`config.mk`:
```
export PLATFORM = sky130hd
export DESIGN_NAME = ksrr_cell
export DESIGN_NICKNAME = d
export VERILOG_FILES = /design/src/design/key_slot_range_router_top_defines.svh /design/src/design/ksrr_pkg.sv /design/src/design/ksrr_cell.sv
export SDC_FILE = /design/constraint.sdc
export NUM_CORES = 1
export LEC_CHECK = 0
export BUFFER_PORTS_ARGS = -buffer_cell sky130_fd_sc_hd__buf_2
export CORE_ASPECT_RATIO = 1.2
export CORE_MARGIN = 4
export CORE_UTILIZATION = 50
export DETAILED_ROUTE_END_ITERATION = 8
export GPL_TIMING_DRIVEN = 1
export PLACE_DENSITY = 0.85
export SYNTH_ARGS = -nofsm -noshare
export SYNTH_HDL_FRONTEND = slang
export SYNTH_SLANG_ARGS = --single-unit
```
`constraint.sdc`:
```
create_clock -name i_clk -period 12.7 [get_ports i_clk]
set_clock_uncertainty 0.05 [all_clocks]
set_input_delay 0 -clock i_clk [delete_from_list [all_inputs] [get_ports i_clk]]
set_output_delay 0 -clock i_clk [all_outputs]
set_load 0.05 [all_outputs]
```
`src/design/key_slot_range_router_top_defines.svh`:
```
// Assertion macros for the key slot range router.
// Used by key_slot_range_router_top; expects i_clk and i_rst_n in scope.
`ifndef KEY_SLOT_RANGE_ROUTER_TOP_DEFINES_SVH
`define KEY_SLOT_RANGE_ROUTER_TOP_DEFINES_SVH
`ifndef SYNTHESIS
// same-cycle implication
`define KSRR_ASSERT_NOW(lbl, ante, cons) \
    lbl: assert property (@(posedge i_clk) disable iff (!i_rst_n) (ante) |-> (cons)) \
        else $error("router assertion failed");
// next-cycle implication
`define KSRR_ASSERT_NEXT(lbl, ante, cons) \
    lbl: assert property (@(posedge i_clk) disable iff (!i_rst_n) (ante) |=> (cons)) \
        else $error("router assertion failed");
`else
`define KSRR_ASSERT_NOW(lbl, ante, cons)
`define KSRR_ASSERT_NEXT(lbl, ante, cons)
`endif
`endif

```
`src/design/ksrr_pkg.sv`:
```
// Shared types, codes and CRC helpers for the key slot range router.
// No dependencies.
package ksrr_pkg;

    localparam int SLOT_W  = 14;
    localparam int NODE_W  = 8;
    localparam int CNT_W   = 7;
    localparam logic [15:0] CRC_POLY = 16'h1021;

    localparam logic [1:0] MODE_KEY    = 2'd0;
    localparam logic [1:0] MODE_INSERT = 2'd1;
    localparam logic [1:0] MODE_DROP   = 2'd2;

    localparam logic [2:0] STS_ROUTED   = 3'd0;
    localparam logic [2:0] STS_UNMAPPED = 3'd1;
    localparam logic [2:0] STS_INSERTED = 3'd2;
    localparam logic [2:0] STS_OVERLAP  = 3'd3;
    localparam logic [2:0] STS_FULL     = 3'd4;
    localparam logic [2:0] STS_BADRANGE = 3'd5;
    localparam logic [2:0] STS_DROPPED  = 3'd6;

    localparam logic REG_CLUSTER = 1'b0;
    localparam logic REG_HOME    = 1'b1;

    typedef enum logic [1:0] {
        OP_LOOKUP = 2'd0,
        OP_INSERT = 2'd1,
        OP_DROP   = 2'd2
    } t_op;

    // request walking down the cell chain
    typedef struct packed {
        logic              valid;
        t_op               op;
        logic [SLOT_W-1:0] lo;      // slot for a lookup
        logic [SLOT_W-1:0] hi;
        logic [NODE_W-1:0] node;
        logic              hit;
        logic [NODE_W-1:0] owner;
        logic              overlap;
        logic              free_found;
        logic [CNT_W-1:0]  count;
    } t_tok;

    // entry write from the top
    typedef struct packed {
        logic              en;
        logic [SLOT_W-1:0] lo;
        logic [SLOT_W-1:0] hi;
        logic [NODE_W-1:0] owner;
    } t_wr;

    // one byte of CRC-16/XMODEM, MSB first
    function automatic logic [15:0] crc_byte(input logic [15:0] crc, input logic [7:0] b);
        logic [15:0] c;
        c = crc ^ {b, 8'h00};
        for (int i = 0; i < 8; i++) begin
            c = c[15] ? ((c << 1) ^ CRC_POLY) : (c << 1);
        end
        return c;
    endfunction

    localparam logic [15:0] PREFIX_SEED =
        crc_byte(crc_byte(crc_byte(crc_byte(crc_byte(crc_byte(crc_byte(crc_byte(
            16'h0000, "c"), "h"), "a"), "n"), "n"), "e"), "l"), ":");

endpackage

```
`src/design/ksrr_cell.sv`:
```
// One table entry of the router chain: holds a range and its owner and
// updates the passing request. Depends on ksrr_pkg.
module ksrr_cell import ksrr_pkg::*; #(
    parameter int IDX  = 0,
    parameter int IX_W = 6
) (
    input  logic            i_clk,
    input  logic            i_rst_n,
    input  t_tok            i_tok,
    input  logic [IX_W-1:0] i_free_ix,
    input  t_wr             i_wr,
    input  logic [IX_W-1:0] i_wr_ix,
    output t_tok            o_tok,
    output logic [IX_W-1:0] o_free_ix
);

    logic              r_valid;
    logic [SLOT_W-1:0] r_lo;
    logic [SLOT_W-1:0] r_hi;
    logic [NODE_W-1:0] r_owner;
    t_tok              r_tok;
    logic [IX_W-1:0]   r_free_ix;
    t_tok              n_tok;
    logic [IX_W-1:0]   n_free_ix;
    logic              w_drop;
    logic              w_mine;

    assign w_mine = i_wr.en && (i_wr_ix == IX_W'(IDX));
    assign w_drop = i_tok.valid && (i_tok.op == OP_DROP) && r_valid && (r_owner == i_tok.node);

    // update the request with this entry
    always_comb begin
        n_tok     = i_tok;
        n_free_ix = i_free_ix;
        case (i_tok.op)
            OP_LOOKUP: begin
                if (!i_tok.hit && r_valid && r_lo <= i_tok.lo && r_hi >= i_tok.lo) begin
                    n_tok.hit   = 1'b1;
                    n_tok.owner = r_owner;
                end
            end
            OP_INSERT: begin
                if (r_valid) begin
                    if (!(r_hi < i_tok.lo || r_lo > i_tok.hi)) n_tok.overlap = 1'b1;
                end else if (!i_tok.free_found) begin
                    n_tok.free_found = 1'b1;
                    n_free_ix        = IX_W'(IDX);
                end
            end
            OP_DROP: begin
                if (w_drop && i_tok.count != {CNT_W{1'b1}}) n_tok.count = i_tok.count + 1'b1;
            end
            default: n_tok = i_tok;
        endcase
    end

    // hold the entry; write on insert, clear on drop
    always_ff @(posedge i_clk) begin
        if (!i_rst_n) begin
            r_valid <= 1'b0;
        end else if (w_mine) begin
            r_valid <= 1'b1;
        end else if (w_drop) begin
            r_valid <= 1'b0;
        end
        if (w_mine) begin
            r_lo    <= i_wr.lo;
            r_hi    <= i_wr.hi;
            r_owner <= i_wr.owner;
        end
    end

    // advance the request to the neighbor
    always_ff @(posedge i_clk) begin
        if (!i_rst_n) begin
            r_tok.valid <= 1'b0;
        end else begin
            r_tok.valid <= i_tok.valid;
        end
        r_tok.op         <= n_tok.op;
        r_tok.lo         <= n_tok.lo;
        r_tok.hi         <= n_tok.hi;
        r_tok.node       <= n_tok.node;
        r_tok.hit        <= n_tok.hit;
        r_tok.owner      <= n_tok.owner;
        r_tok.overlap    <= n_tok.overlap;
        r_tok.free_found <= n_tok.free_found;
        r_tok.count      <= n_tok.count;
        r_free_ix        <= n_free_ix;
    end

    assign o_tok     = r_tok;
    assign o_free_ix = r_free_ix;

endmodule
```
# After elaboration in Yosys (flattened, before gate mapping)
# Cells that the tools add are included.
# word_totals
regBits,100
elab_cells,50
# op_classes
n_addsub,1
magnitude_cmp,4
eq_ne,4
muxes,13
reduce_logical,13
# ops
operator,n
2-to-1 mux 6 bit,3
2-to-1 mux 9 bit,2
greater-or-equal comparator 14 bit,1
greater-than comparator 14 bit,1
less-or-equal comparator 14 bit,1
< comparator 14 bit,1
2-to-1 mux 7 bit,2
== test 8 bit,1
logical AND 1 bit,8
"adder 7 x 1 -> 7 bit, second input constant",1
"inequality test 7 bit, second input constant",1
zero test 6 bit,1
2-to-1 mux 1 bit,5
"== test 2 x 1 -> 1 bit, second input constant",1
"== test 2 bit, second input constant",1
zero test 2 bit,1
2-to-1 mux 2 bit,1
nonzero test 2 bit,1
zero test 1 bit,1
logical OR 1 bit,1

# Depth between registers and ports, before layout
# depth
word_depth,7
ltp_mapped,8
depth_no_buf,8

# Worst setup path before layout
# Ideal clock, no wire load.
# synth_timing
kind,input-to-reg
startpoint,in i_wr_ix[2]
endpoint,"reg r_hi[0], enable pin"
setup_time_ns,0.526
t_arrival_ns,4.181
path_slack_ns,7.943
cell_stages,2
path_cell_list,or4b_2 > nor4_1
# synth_via
elab_chain_len,2
# synth_lines
item,line,rtl
start: declaration,ksrr_cell.sv:12,"input logic [IX_W-1:0] i_wr_ix,"
zero test 6 bit,ksrr_cell.sv:28,assign w_mine = i_wr.en && (i_wr_ix == IX_W'(IDX));
logical AND 1 bit,ksrr_cell.sv:28,
net w_mine,ksrr_cell.sv:26,logic w_mine;
end signal: assignment,ksrr_cell.sv:68,r_hi <= i_wr.hi;
end: declaration,ksrr_cell.sv:19,logic [SLOT_W-1:0] r_hi;
# The timed path passes the listed nets, and every way through them passes these cells.
# A chain may end at the register's enable or synchronous reset.

==> results.md <==
* GRT overflow at 0
* H-Tree Depth at 3
* Worst-case reg-to-reg path depth at 7
* Worst Path Max Fanout at 6
* Crit path kind: reg -> reg
* Die width at 87.8 microns
* Initial drt markers at 194
* CTS sink cnt at 100
* Worst EP required at 12.90 ns
* Non-Filler Instances at 674
* Least-Margin Pin Slew at 0.605 ns
* CP cell instances: xor2_1 > nor4_1 > nand4_1 > a41oi_1 > nand4_1 > xnor2_1 > dlygate4sd3_1
* Core area at 7360 sq um
* Total number of vias at 3455
* Mapped Area at 3820 sq um
* Origin of the critical flop-to-flop path: r_owner[3]
* Dpl cells at 554
* Layout cell share with drive strength beyond 1 at 0.343
* CP endpoint kind: register
* Initial Utilization at 0.519
* Crit share post-route at 0.233
* Setup tns final at 0 ns
* Post-Syn Instances at 293
* Main synth FF type: dfxtp_1
* Max Root-Sink Buffers at 2
* Crit-path max cell delay at 0.55 ns
* Remaining DRCs at 0
* DR WL/cell at 18.8 microns
* Layout area overhead at 58.6%
* Max_cap viols at 0
* Most common cell on crit path: nand4_1
* P_leak at 0.00285 uW
* Min-Delay Startpoint: i_wr_ix[3]
* Clock Root Buffer: clkbuf_8
* Vias in the first global route at 4016
* Pwr/cell area at 114 nW/um^2
* Register area share after synthesis at 0.619
* Reg2reg setup slack at 9.74 ns
* Setup violators final at 0
* Worst min path class: in -> reg
* Rows at 34
* Largest net degree at the start of global routing at 38
* Post-synth EDFFs at 36
* WL final at 12600 microns
* Routability cong. at 0.856
* Status: completed
* Die footprint at 9100 sq um
* Relative slew slack at 0.592
* Remaining antenna violation count at 0
* Mapped Nets at 444
* Hpwl dp at 7290 microns
* Min-Delay Endpoint: r_hi[4]
* Filler cells at 391
* Worst Path Arrival at 3.16 ns
* Peak supply drop at 0.0000843 V
* Worst-path clk slew at 0.10 ns
* Unrepaired setup endpoints after global routing: no
* FF+latch area at 2360 sq um
* Reg2reg end: o_tok[5]
* Initial antenna violation count at 0
* Clk Latency, worst-skew pair at 0.35 ns
* Hold slack at 0.229 ns
* Die Y at 104 microns
* I/O Pins at 171
* I/O Buffers at 170
* Global Route Usage Sum at 0.284
* First-pass GRT wire length at 19500 microns
* Pre-Repair DR Iteration Count at 4
* Final #Nets at 729
* CP startpoint kind: register
* Endpoints failing hold at 0
* Hold Path Cell Cnt at 3
* Flops & latches, synth at 100
* Mean Syn Cell Area at 13.0 sq um
* Yosys Warn Count at 0
* Post-synth cell types at 37
* Final Max Slew Viols at 0
* Async S/R FF share, synth at 0
* Critical-path top delay cell: a41oi_1
* Area of the multi-input gates at 1340 sq um
* Post-CTS Resized at 0
* CTS tree: built
* Max frequency at 338 MHz
* TritonCTS buffer count at 9
* Post-route minimum period at 2.96 ns
* DR vias/cell at 5.13
==> critical path: cells and delay by family, from the launching register on <==
family / cells / cell delay [ns]
AO/OA/AOI/OAI: 1 / 0.55
XOR/XNOR: 2 / 0.39
buffers and inverters: 1 / 0.55
flip-flops: 1 / 0.42
AND/OR/NAND/NOR: 3 / 0.89
==> per-stage QoR <==
stage	util	cell area [sq um]	setup WS, ns	power (uW)
after floorplan	-	3820	7.94	412
after global placement	0.651	4790	10.41	445
after detailed placement	0.651	4790	10.28	448
after CTS	0.822	6050	10.08	684
after global routing	0.822	6050	9.64	715
final	0.823	6050	9.74	692
==> registers in the layout, summed over array words and instances, names as in the netlist <==
name and count:
o_tok 57, r_hi 14, r_lo 14, r_owner 8
o_free_ix 6, r_valid 1
==> report_power, final <==
group / internal [uW] / switching, uW
Clock: 113 / 108
Sequential: 343 / 3.39
Combinational: 51.3 / 72.8
Total: 507 / 184
==> cell type report <==
class / instances / area share
diodes: 1 / 0.000413
clock buffers: 15 / 0.0364
clock inverters: 1 / 0.00103
inverters: 32 / 0.0198
multi-input cells: 161 / 0.222
flip-flops and latches: 100 / 0.390
well taps: 90 / 0.0186
repair buffers: 274 / 0.312
==> worst max path at each step <==
| stage | start | end | slack [ns] |
|---|---|---|---|
| 4_1_cts | r_owner[3] | o_tok[4] | 10.08 |
| 3_3_place_gp | r_lo[13] | o_tok[16] | 10.41 |
| 2_1_floorplan | i_wr_ix[2] | r_hi[0] | 7.94 |
| 3_5_place_dp | r_lo[13] | o_tok[13] | 10.28 |
| 6_report | r_owner[3] | o_tok[5] | 9.74 |
| 5_1_grt | r_owner[3] | o_tok[4] | 9.64 |
==> logic make-up after synthesis <==
group	after synthesis	share of synthesized area
and+or+nand+nor	53	0.0780
xor gates and xnor gates	13	0.0298
buffers and inverters	32	0.0315
DFF	100	0.619
muxes	9	0.0265
AOI/OAI and AO/OA	43	0.0744
adders and majority gates	43	0.141
==> metal layers <==
layer | track usage | part of all wire | vias to the layer above
met2 | 0.547 | 0.56 | 177
met1 | 0.257 | 0.32 | 1606
met4 | 0.174 | 0.057 | 0
met3 | 0.0564 | 0.060 | 59
li1 | - | - | 1613
met5 | 0 | 0 | -
==> Yosys cell counts (2+ instances only) <==
cell / count / area share
dfxtp_1: 64 / 0.34
ha_1: 43 / 0.14
edfxtp_1: 36 / 0.28
inv_1: 32 / 0.031
a21oi_1: 19 / 0.025
nand2_1: 10 / 0.0098
nand4_1: 10 / 0.016
mux2_2: 9 / 0.027
nor2b_1: 8 / 0.013
a21o_1: 7 / 0.014
xor2_1: 7 / 0.016
o21ai_0: 6 / 0.0079
xnor2_1: 6 / 0.014
nand3_1: 5 / 0.0066
nor2_1: 4 / 0.0039
nor3_1: 4 / 0.0052
nor4_1: 2 / 0.0033
or2_2: 2 / 0.0033
==> repair_timing <==
action	in CTS	in global routing
hold buffers	103	0
hold endpoints to repair	100	0
setup buffers	0	0
==> placed cells by master (no fill, tap or decap), types with 2 or more instances in the layout <==
cell type / Yosys / layout
buf_2: 0 / 170
dlygate4sd3_1: 0 / 103
dfxtp_1: 64 / 64
ha_1: 43 / 43
edfxtp_1: 36 / 36
inv_1: 32 / 32
a21oi_1: 19 / 19
nand4_1: 10 / 10
nand2_1: 10 / 10
clkbuf_8: 0 / 10
mux2_2: 9 / 9
nor2b_1: 8 / 8
xor2_1: 7 / 7
a21o_1: 7 / 7
o21ai_0: 6 / 6
xnor2_1: 6 / 6
nand3_1: 5 / 5
nor3_1: 4 / 4
nor2_1: 4 / 4
clkbuf_16: 0 / 3
or2_2: 2 / 2
clkbuf_1: 0 / 2
(Power assumes the default switching activity.)
